## src/rtl/wre_pkg.sv

```systemverilog
// Shared types and constants for the withdrawal RLP encoder.
package wre_pkg;

    // RLP prefix bytes.
    localparam logic [7:0] RLP_SHORT_STR  = 8'h80;
    localparam logic [7:0] RLP_SHORT_LIST = 8'hc0;
    localparam logic [7:0] RLP_ADDR_PFX   = 8'h94;

    // The address is always a 20-byte string with a one-byte prefix.
    localparam int ADDR_BYTES   = 20;
    localparam int ADDR_ENC_LEN = ADDR_BYTES + 1;

    typedef struct packed {
        logic [63:0] list_index;
        logic [63:0] validator_number;
        logic [31:0] address_high;
        logic [63:0] address_mid;
        logic [63:0] address_low;
        logic [63:0] amount_value;
    } in_item_t;

    typedef struct packed {
        logic [7:0] out_byte;
        logic       last_byte;
    } out_item_t;

    // One integer after classification. A zero byte count means the
    // prefix byte is the whole encoding.
    typedef struct packed {
        logic [63:0] value;
        logic [7:0]  prefix;
        logic [3:0]  nbytes;
    } int_enc_t;

    // A classified record, as it waits in the queue.
    typedef struct packed {
        logic [7:0]   hdr;
        int_enc_t     idx;
        int_enc_t     val;
        logic [159:0] addr;
        int_enc_t     amt;
    } desc_t;

endpackage

```

## src/rtl/withdrawal_rlp_encoder_top.sv

```systemverilog
// Top level of the withdrawal RLP encoder: classifier, queue and serializer.
// Throughput: one beat per cycle while enc_ready is high and a record is queued;
// a record is 25 to 49 encoded bytes, one beat per byte from the serializer.
// Reset: rst_n clears the queue, the serializer state and the output valid flag at once.
module withdrawal_rlp_encoder_top #(
    parameter int QUEUE_DEPTH = 2
) (
    input  logic               clk,
    input  logic               rst_n,
    input  logic               rec_valid,
    output logic               rec_ready,
    input  wre_pkg::in_item_t  rec,
    output logic               enc_valid,
    input  logic               enc_ready,
    output wre_pkg::out_item_t enc
);
    import wre_pkg::*;

    // The front end classifies a record in the cycle it is accepted: it finds the
    // minimal byte length of each integer, its prefix byte, and the list header.
    // The queue lets the front end take new records while the back end is still
    // streaming an earlier one. The back end walks the header, the two integers,
    // the address and the amount, one beat per cycle while the consumer takes them, and picks
    // up the next record on the same edge that sends the last beat of the current one, so
    // records follow each other without a gap when the next one is already queued.

    logic  push_valid;
    logic  push_ready;
    desc_t push_desc;
    logic  q_valid;
    logic  q_pop;
    desc_t q_desc;

    wre_front u_front (
        .rec_valid  (rec_valid),
        .rec_ready  (rec_ready),
        .rec        (rec),
        .push_valid (push_valid),
        .push_ready (push_ready),
        .push_desc  (push_desc)
    );

    wre_queue #(
        .DEPTH (QUEUE_DEPTH)
    ) u_queue (
        .clk        (clk),
        .rst_n      (rst_n),
        .push_valid (push_valid),
        .push_ready (push_ready),
        .push_desc  (push_desc),
        .pop_valid  (q_valid),
        .pop_ready  (q_pop),
        .pop_desc   (q_desc)
    );

    // The output register inside the back end parts the queue from the consumer.
    wre_back u_back (
        .clk       (clk),
        .rst_n     (rst_n),
        .q_valid   (q_valid),
        .q_pop     (q_pop),
        .q_desc    (q_desc),
        .enc_valid (enc_valid),
        .enc_ready (enc_ready),
        .enc       (enc)
    );

endmodule

```

## src/rtl/wre_front.sv

```systemverilog
// Front end: classifies each record and computes its list header.
module wre_front (
    input  logic            rec_valid,
    output logic            rec_ready,
    input  wre_pkg::in_item_t rec,
    output logic            push_valid,
    input  logic            push_ready,
    output wre_pkg::desc_t  push_desc
);
    import wre_pkg::*;

    // Minimal big-endian form of one unsigned 64-bit integer.
    function automatic int_enc_t enc_u64(input logic [63:0] v);
        int_enc_t   e;
        logic [3:0] nb;
        nb = 4'd0;
        for (int i = 0; i < 8; i++)
        begin
            if (v[8*i +: 8] != 8'd0)
            begin
                nb = 4'(i + 1);
            end
        end
        e.value = v;
        if (v == 64'd0)
        begin
            e.prefix = RLP_SHORT_STR;
            e.nbytes = 4'd0;
        end
        else if (v < 64'h80)
        begin
            e.prefix = v[7:0];
            e.nbytes = 4'd0;
        end
        else
        begin
            e.prefix = RLP_SHORT_STR + {4'd0, nb};
            e.nbytes = nb;
        end
        return e;
    endfunction

    int_enc_t   idx_enc;
    int_enc_t   val_enc;
    int_enc_t   amt_enc;
    logic [5:0] payload_len;

    always_comb
    begin
        idx_enc = enc_u64(rec.list_index);
        val_enc = enc_u64(rec.validator_number);
        amt_enc = enc_u64(rec.amount_value);
        payload_len = 6'd3 + {2'd0, idx_enc.nbytes} + {2'd0, val_enc.nbytes}
                    + {2'd0, amt_enc.nbytes} + 6'(ADDR_ENC_LEN);
    end

    assign push_desc.hdr  = RLP_SHORT_LIST + {2'd0, payload_len};
    assign push_desc.idx  = idx_enc;
    assign push_desc.val  = val_enc;
    assign push_desc.addr = {rec.address_high, rec.address_mid, rec.address_low};
    assign push_desc.amt  = amt_enc;

    assign push_valid = rec_valid;
    assign rec_ready  = push_ready;

endmodule

```

## src/rtl/wre_queue.sv

```systemverilog
// Short register queue between the classifier and the serializer.
module wre_queue #(
    parameter int DEPTH = 2
) (
    input  logic           clk,
    input  logic           rst_n,
    input  logic           push_valid,
    output logic           push_ready,
    input  wre_pkg::desc_t push_desc,
    output logic           pop_valid,
    input  logic           pop_ready,
    output wre_pkg::desc_t pop_desc
);
    import wre_pkg::*;

    localparam int PW = $clog2(DEPTH);
    localparam int CW = $clog2(DEPTH + 1);

    desc_t           slot_reg [DEPTH];
    logic [PW-1:0]   wr_ptr_reg;
    logic [PW-1:0]   wr_ptr_next;
    logic [PW-1:0]   rd_ptr_reg;
    logic [PW-1:0]   rd_ptr_next;
    logic [CW-1:0]   count_reg;
    logic [CW-1:0]   count_next;
    logic            push;
    logic            pop;

    assign push_ready = (count_reg != CW'(DEPTH));
    assign pop_valid  = (count_reg != '0);
    assign pop_desc   = slot_reg[rd_ptr_reg];
    assign push       = push_valid && push_ready;
    assign pop        = pop_ready && pop_valid;

    always_comb
    begin
        wr_ptr_next = wr_ptr_reg;
        rd_ptr_next = rd_ptr_reg;
        count_next  = count_reg;
        if (push)
        begin
            wr_ptr_next = (wr_ptr_reg == PW'(DEPTH - 1)) ? '0 : wr_ptr_reg + 1'b1;
        end
        if (pop)
        begin
            rd_ptr_next = (rd_ptr_reg == PW'(DEPTH - 1)) ? '0 : rd_ptr_reg + 1'b1;
        end
        if (push && !pop)
        begin
            count_next = count_reg + 1'b1;
        end
        else if (pop && !push)
        begin
            count_next = count_reg - 1'b1;
        end
    end

    always_ff @(posedge clk)
    begin
        if (push)
        begin
            slot_reg[wr_ptr_reg] <= push_desc;
        end
    end

    always_ff @(posedge clk or negedge rst_n)
    begin
        if (!rst_n)
        begin
            wr_ptr_reg <= '0;
            rd_ptr_reg <= '0;
            count_reg  <= '0;
        end
        else
        begin
            wr_ptr_reg <= wr_ptr_next;
            rd_ptr_reg <= rd_ptr_next;
            count_reg  <= count_next;
        end
    end

    a_count_bound: assert property (@(posedge clk) disable iff (!rst_n)
        count_reg <= CW'(DEPTH))
        else $error("queue count exceeds depth");

    a_count_grow: assert property (@(posedge clk) disable iff (!rst_n)
        (push && !pop) |=> (count_reg == $past(count_reg) + 1'b1))
        else $error("queue count did not grow on push");

endmodule

```

## src/rtl/wre_back.sv

```systemverilog
// Back end: walks a classified record and emits its encoding byte by byte.
module wre_back (
    input  logic               clk,
    input  logic               rst_n,
    input  logic               q_valid,
    output logic               q_pop,
    input  wre_pkg::desc_t     q_desc,
    output logic               enc_valid,
    input  logic               enc_ready,
    output wre_pkg::out_item_t enc
);
    import wre_pkg::*;

    localparam logic [2:0] ST_IDLE = 3'd0;
    localparam logic [2:0] ST_HDR  = 3'd1;
    localparam logic [2:0] ST_IDX  = 3'd2;
    localparam logic [2:0] ST_VAL  = 3'd3;
    localparam logic [2:0] ST_ADDR = 3'd4;
    localparam logic [2:0] ST_AMT  = 3'd5;

    logic [2:0] state_reg;
    logic [2:0] state_next;
    logic [4:0] cnt_reg;
    logic [4:0] cnt_next;
    desc_t      desc_reg;
    desc_t      desc_next;
    logic       out_valid_reg;
    logic       out_valid_next;
    out_item_t  out_reg;
    out_item_t  out_next;

    logic       adv;
    logic       load;
    logic       emit;
    logic [7:0] byte_v;
    logic       last_v;
    int_enc_t   cur_int;
    logic [2:0] int_sel;
    logic [4:0] addr_sel;
    logic [63:0] int_shift;
    logic [159:0] addr_shift;

    assign adv      = !out_valid_reg || enc_ready;
    assign int_sel  = cnt_reg[2:0] - 3'd1;
    assign addr_sel = cnt_reg - 5'd1;

    always_comb
    begin
        case (state_reg)
            ST_IDX:  cur_int = desc_reg.idx;
            ST_VAL:  cur_int = desc_reg.val;
            default: cur_int = desc_reg.amt;
        endcase
        int_shift  = cur_int.value >> {int_sel, 3'b000};
        addr_shift = desc_reg.addr >> {addr_sel, 3'b000};
    end

    always_comb
    begin
        state_next     = state_reg;
        cnt_next       = cnt_reg;
        desc_next      = desc_reg;
        out_next       = out_reg;
        out_valid_next = out_valid_reg;
        load           = 1'b0;
        emit           = 1'b0;
        byte_v         = 8'd0;
        last_v         = 1'b0;

        case (state_reg)
            ST_IDLE:
            begin
                load = q_valid;
            end
            ST_HDR:
            begin
                if (adv)
                begin
                    emit       = 1'b1;
                    byte_v     = desc_reg.hdr;
                    state_next = ST_IDX;
                    cnt_next   = 5'd0;
                end
            end
            ST_IDX, ST_VAL, ST_AMT:
            begin
                if (adv)
                begin
                    emit = 1'b1;
                    if (cnt_reg == 5'd0)
                    begin
                        byte_v   = cur_int.prefix;
                        cnt_next = {1'b0, cur_int.nbytes};
                    end
                    else
                    begin
                        byte_v   = int_shift[7:0];
                        cnt_next = cnt_reg - 5'd1;
                    end
                    // The field ends on its prefix when it has no data bytes.
                    if ((cnt_reg == 5'd0 && cur_int.nbytes == 4'd0) || cnt_reg == 5'd1)
                    begin
                        cnt_next = 5'd0;
                        case (state_reg)
                            ST_IDX:
                            begin
                                state_next = ST_VAL;
                            end
                            ST_VAL:
                            begin
                                state_next = ST_ADDR;
                            end
                            default:
                            begin
                                last_v     = 1'b1;
                                load       = q_valid;
                                state_next = ST_IDLE;
                            end
                        endcase
                    end
                end
            end
            ST_ADDR:
            begin
                if (adv)
                begin
                    emit = 1'b1;
                    if (cnt_reg == 5'd0)
                    begin
                        byte_v   = RLP_ADDR_PFX;
                        cnt_next = 5'(ADDR_BYTES);
                    end
                    else
                    begin
                        byte_v   = addr_shift[7:0];
                        cnt_next = cnt_reg - 5'd1;
                        if (cnt_reg == 5'd1)
                        begin
                            cnt_next   = 5'd0;
                            state_next = ST_AMT;
                        end
                    end
                end
            end
            default:
            begin
                state_next = ST_IDLE;
            end
        endcase

        if (load)
        begin
            desc_next  = q_desc;
            state_next = ST_HDR;
        end

        if (adv)
        begin
            out_valid_next = emit;
        end
        if (emit)
        begin
            out_next.out_byte  = byte_v;
            out_next.last_byte = last_v;
        end
    end

    assign q_pop     = load;
    assign enc_valid = out_valid_reg;
    assign enc       = out_reg;

    always_ff @(posedge clk)
    begin
        desc_reg <= desc_next;
        out_reg  <= out_next;
    end

    always_ff @(posedge clk or negedge rst_n)
    begin
        if (!rst_n)
        begin
            state_reg     <= ST_IDLE;
            cnt_reg       <= 5'd0;
            out_valid_reg <= 1'b0;
        end
        else
        begin
            state_reg     <= state_next;
            cnt_reg       <= cnt_next;
            out_valid_reg <= out_valid_next;
        end
    end

    a_idle_holds_last: assert property (@(posedge clk) disable iff (!rst_n)
        (state_reg == ST_IDLE && out_valid_reg) |-> out_reg.last_byte)
        else $error("idle with a beat pending that is not the last");

    a_hdr_is_list: assert property (@(posedge clk) disable iff (!rst_n)
        (state_reg != ST_IDLE) |-> (desc_reg.hdr[7:6] == 2'b11))
        else $error("record header is not a short list header");

    a_addr_count: assert property (@(posedge clk) disable iff (!rst_n)
        (state_reg == ST_ADDR) |-> (cnt_reg <= 5'(ADDR_BYTES)))
        else $error("address byte count out of range");

endmodule
```

## config.mk

```make
export PLATFORM = sky130hd
export DESIGN_NAME = withdrawal_rlp_encoder_top
export DESIGN_NICKNAME = d
export VERILOG_FILES = /design/src/rtl/wre_pkg.sv /design/src/rtl/withdrawal_rlp_encoder_top.sv /design/src/rtl/wre_front.sv /design/src/rtl/wre_queue.sv /design/src/rtl/wre_back.sv
export SDC_FILE = /design/constraint.sdc
export NUM_CORES = 1
export LEC_CHECK = 0
export ABC_AREA = 1
export BUFFER_PORTS_ARGS = -buffer_cell sky130_fd_sc_hd__buf_4
export CORE_MARGIN = 2
export CORE_UTILIZATION = 35
export CTS_CLUSTER_SIZE = 14
export DETAILED_ROUTE_END_ITERATION = 6
export SYNTH_ARGS = -nofsm -noshare
export SYNTH_HDL_FRONTEND = slang
export SYNTH_SLANG_ARGS = --single-unit
export TNS_END_PERCENT = 20
```

## constraint.sdc

```tcl
create_clock -name clk -period 36.3 [get_ports clk]
set_clock_uncertainty 0.15 [all_clocks]
set_input_delay 3.63 -clock clk [delete_from_list [all_inputs] [get_ports clk]]
set_output_delay 3.63 -clock clk [all_outputs]
set_load 0.02 [all_outputs]
```

* Yosys cells after proc, flatten, opt, wreduce, memory -nomap -nowiden
Memories as Yosys holds them, arrays and structs flattened. A register that Yosys moved wholly into a read port is not among the register bits.
Index checks and enable logic that the tools add are counted.
W data, S select, Z words.
** Operators by class
- Add/subtract/negate cells :: 14
- Multiply operators :: 0
- Div/mod/pow operators :: 0
- $lt $le $gt $ge :: 3
- Equal/unequal tests :: 17
- Shifts and indexed selects :: 2
- Multiplexer cells :: 67
- Bitwise gates (word level) :: 0
- Reductions and logical operators :: 49
** Operators by type and width (count)
- $logic_not A64 Y1 :: 3
- $lt A64 B8 Y1 const B :: 3
- $reduce_bool A8 Y1 :: 24
- $shr A160 B8 Y8 :: 1
- $pmux W76 S2 :: 1
- $mux W12 :: 6
- $shr A64 B6 Y8 :: 1
- $mux W3 :: 19
- $mux W8 :: 5
- $mux W5 :: 7
- $add A8 B4 Y8 const A :: 3
- $pmux W8 S3 :: 1
- $mux W2 :: 8
- $ne A3 B2 Y1 const B :: 5
- $pmux W5 S3 :: 1
- $mux W1 :: 13
- $add A6 B4 Y6 :: 2
- $mux W4 :: 3
- $pmux W3 S4 :: 1
- $add A7 B7 Y8 const A :: 1
- $reduce_and A7 Y1 :: 1
- $add A6 B5 Y6 const B :: 1
- $eq A3 B2 Y1 const B :: 2
- $eq A3 B3 Y1 const B :: 2
- other kinds (26) :: 38
** Storage, ports and cells
- Register bits :: 22
- Latch bits :: 0
- Bits in writable memories :: 792
- ROM bits :: 0
- Bits of input ports :: 356
- Output and inout port bits :: 11
- Logic and storage cells :: 161
- Memories :: 1
** Memory list
- u_queue.slot_reg :: words 2, bits a word 396, rd ports 1, clocked after Yosys merged registers in 1, write ports 1, line wre_queue.sv:19 : desc_t slot_reg [DEPTH];

* Longest topological paths before layout
- Depth after elaboration :: 17
- Mapped depth :: 19
- Depth with buffers taken out :: 19

* By module
A second synthesis with hierarchy kept.
** Second synthesis, totals
- Cell total of the unflattened synthesis :: 4133
- Area total of the unflattened synthesis :: 49892.9 um^2
** By module, submodules not included
- wre_queue :: times used 1, cells each 2096, area each 28980.3 um^2, sequential area each 23882.9 um^2
- wre_back :: times used 1, cells each 1365, area each 16762.3 um^2, sequential area each 12386.9 um^2
- wre_front :: times used 1, cells each 672, area each 4150.2 um^2, sequential area each 0.0 um^2

* Worst setup path after synthesis
Ideal clock, no wire load.
- Kind :: input to register
- Start :: input port rec_valid
- End :: memory u_queue.slot_reg[1][0] in the netlist's numbering, enable pin
- Setup time :: 1.160 ns
- Arrival time :: 20.047 ns
- Data required time :: 34.990 ns
- Path slack :: 14.942 ns
- Stages on the path :: 2
- Path buffers :: 0
- Cells stage by stage :: nand2_1 -> nor2_1
** On the way
- Longest elaborated chain between the ends :: 3
** Ends and longest elaborated chain
- from (decl) :: line withdrawal_rlp_encoder_top.sv:10 : input logic rec_valid,
- $logic_and A1 B1 Y1 :: line wre_queue.sv:32 : assign push = push_valid && push_ready;
- $mux W1 :: line wre_queue.sv:60 : if (push)
- $mux W1 (implied by the code) :: line wre_queue.sv:62 : slot_reg[wr_ptr_reg] <= push_desc;
- to (decl) :: line wre_queue.sv:19
No other way between the ends.

==> key figures <==
STA
  • Crit path time final: roughly 7000 ps
  • Max frequency: ~140 MHz
  • Final period util: 0.192
  • Slew Limit Headroom: 0.254
  • Setup TNS: 0 ps
  • Hold WS: 352 ps
  • RSZ-0062 raised after global routing: no
  • Slew @ Worst Pin: approximately 1100 ps
  • Final setup viols: 0
  • Max-slew violations: 0
  • Hold Vio Cnt, Final: 0

Clock tree
  • CTS sink count: approximately 1200
  • CTS tree: yes
  • # H-tree levels: 4
  • CTS Buf Count: between 100 and 150
  • Clk_lat worst skew: 760 ps
  • Clock root cell: clkbuf_16
  • CTS Buffer Depth: 3
  • Hold-fix buffer count after cts: 0
  • Post-CTS Setup Bufs: 0
  • Reg clk slew, reported paths: 60 ps
  • Post-cts resize count: 0

Worst setup path
  • Kind of critical path: in2reg
  • Worst EP required: 36660 ps
  • Worst-case reg-to-reg path depth: 14
  • CP startpoint: rec[260]
  • Startpoint types: primary input
  • Worst setup EP type: register
  • Reg2reg end: u_back.desc_reg[100]$_DFFE_PP_
  • Highest net fanout along the worst path: 3
  • Critical Path Sink: u_queue.slot_reg[0][393]$_DFFE_PP_
  • Critical R2R Launch: u_back.cnt_reg[0]$_DFFE_PN0P_
  • Reg-to-reg slack, setup: between 30000 and 40000 ps
  • Crit path DAT: 7310 ps

Final layout
  • Non-filler instance count after layout: 6021
  • Synth-to-Final Area Change: 18.7%
  • Nets: 4526
  • Largest register FFs: about 790
  • Final Util: 0.418
  • Finished Cell Area: 55600 sq um
  • Layout cells sized above 1: 0.143

Global routing
  • Largest net degree at the start of global routing: 182
  • First-pass GRT wire length: 187000 microns
  • Gr ovfl total: 0
  • GR Util All Layers: 0.187
  • Vias in the first global route: between 20000 and 30000
  • Initial antenna violation count: 15

Routing
  • DRT Pass-1 Iters: 6
  • Vias: 29001
  • DRT iter0 DRCs: 2700
  • Final ANT Viol Nets: 0
  • DR WL/cell: 21.4 microns
  • DRC Markers: 0
  • Vias per cell: 4.82
  • Routed WL: ~130000 microns

Synthesis
  • Synth warnings: 0
  • Cell count after synthesis: 3777
  • Synth top area cells: edfxtp_1, nand2_1, nor2_1
  • Post-synthesis sequential area ratio: 0.770
  • Most used flip-flop cell after synthesis: edfxtp_1
  • Share of the synthesized area in the top cell type: 0.763
  • Top-count cell post-synth: nand2_1
  • Cell Area, Synth: ~47000 sq um
  • Number of synthesized flops with an enable pin: 1191
  • Distinct cells, synth: 43
  • Post-Syn Area per Cell: 12.4 sq um
  • Cell taking the most area after synthesis: edfxtp_1
  • #FFs+latches synth: approximately 1200
  • Commonest cells in the netlist: nand2_1, edfxtp_1, nor2_1
  • Async SR Flop Fraction: 0.0108
  • Post-Syn Nets: 4151

Run
  • MaxCap Viol Count: 0

Placed design
  • Placed inst area: roughly 51000 sq um
  • Global placement routability congestion: 0.862
  • Hpwl dp: 84500 microns
  • Port bufs: 366
  • Placed Cells: 5785

Power
  • Clock power share: 0.262
  • Power Internal: about 3.2 mW
  • Seq pwr share: 0.460
  • Leakage: 21.6 nW
  • Peak supply drop: 79.1 uV
  • Net switching fraction of the power: 0.354
  • Power Dens Cells: between 80 and 90 nW/um^2
  • Psw: 1.74 mW
  • Combinational fraction of design power: 0.278

Floorplanning
  • I/O pins: 367
  • Initial Utilization: 0.352
  • Cell Rows: roughly 130
  • Core Box Area: 133000 sq um
  • Chip width: 370 microns
  • Chip Height: 370 microns
  • Full die area: around 140000 sq um

Min path
  • HP Class: reg2reg

Outcome
  • Outcome: finished, final reports clean
==> cells in the final DEF (no fill, tap or decap), types with 5 or more instances in the layout <==
cell type     n
a21oi_1      49
buf_12        6
buf_4       387
bufinv_16     7
clkbuf_1     25
clkbuf_16   134
clkinv_1     30
clkinv_2     16
clkinv_8      5
dfrtp_1      11
edfxtp_1   1191
ha_1         13
inv_1       176
inv_2         6
inv_6         6
nand2_1    1541
nand3_1     159
nand4_1      10
nor2_1      268
nor2_4        8
nor3_1        9
nor4_1        6
o211ai_1     46
o21ai_0      50
o21ai_1       5
o22ai_1      23
or2_1         6
==> critical path, stage by stage <==
cell	delay, ps
buf_4	110
or2_2	290
nor4_2	730
nand2_1	150
a21oi_1	170
nor2_1	70
nor2_1	410
fa_1	520
ha_1	310
ha_1	220
fa_1	410
nand3_1	80
nand2_1	70
xnor2_1	140
==> stage by stage <==
stage               power [mW]  setup slack [ps]
finish                    4.91             29340
global route              5.17             29170
CTS                       4.97             29440
detailed placement        3.68             28610
global placement          3.66             28660
floorplan                 3.28             14940
==> worst min-delay path by stage <==
stage,start,to,slack (ps),depth (start not counted)
2_1_floorplan,u_queue.count_reg[0]$_DFFE_PN0P_,u_queue.count_reg[0]$_DFFE_PN0P_,320,1
3_3_place_gp,u_queue.count_reg[0]$_DFFE_PN0P_,u_queue.count_reg[0]$_DFFE_PN0P_,330,1
3_5_place_dp,u_queue.count_reg[0]$_DFFE_PN0P_,u_queue.count_reg[0]$_DFFE_PN0P_,340,1
4_1_cts,u_queue.slot_reg[0][197]$_DFFE_PP_,u_back.desc_reg[197]$_DFFE_PP_,350,2
5_1_grt,u_queue.slot_reg[0][63]$_DFFE_PP_,u_back.desc_reg[63]$_DFFE_PP_,370,2
6_report,u_queue.count_reg[0]$_DFFE_PN0P_,u_queue.count_reg[0]$_DFFE_PN0P_,350,1
==> power by group through the flow <==
stage	sequential [mW]	clock [mW]	combinational, mW
5_1_grt	2.29	1.37	1.51
3_3_place_gp	2.28	0	1.38
6_report	2.26	1.29	1.36
4_1_cts	2.26	1.32	1.40
2_1_floorplan	2.47	0	0.807
3_5_place_dp	2.28	0	1.39
==> logic make-up (layout without fill, tap and decap cells) <==
kind of cell | count (synthesis) | after routing | synth area share
xor+xnor | 9 | 9 | 0.00184
compound gates | 185 | 185 | 0.0234
flops | 1204 | 1204 | 0.770
buf+inv | 339 | 811 | 0.0292
simple gates | 2021 | 2021 | 0.170
other cells | 1 | 5 | 0.0000800
fa+ha+maj | 18 | 18 | 0.00545
==> final cells by class <==
type | instances | area [sq um]
diodes | 4 | 10.0
clock buffers | 159 | 3450
clock inverters | 73 | 677
fillers | 12335 | 77500
inverters | 186 | 718
multi-input cells | 2234 | 9440
flip-flops and latches | 1204 | 36100
well taps | 1768 | 2210
repair buffers | 393 | 3030
==> per-layer routing <==
| metal | part of all wire | up-vias | wire length [microns] | GRT usage |
|---|---|---|---|---|
| li1 | - | 13595 | - | - |
| met1 | 0.41 | 14171 | 52700 | 0.241 |
| met2 | 0.49 | 1015 | 63000 | 0.310 |
| met3 | 0.076 | 198 | 9800 | 0.0489 |
| met4 | 0.027 | 22 | 3460 | 0.0562 |
| met5 | 0.0011 | - | 143 | 0 |
Power figures use the tool's default switching activity.
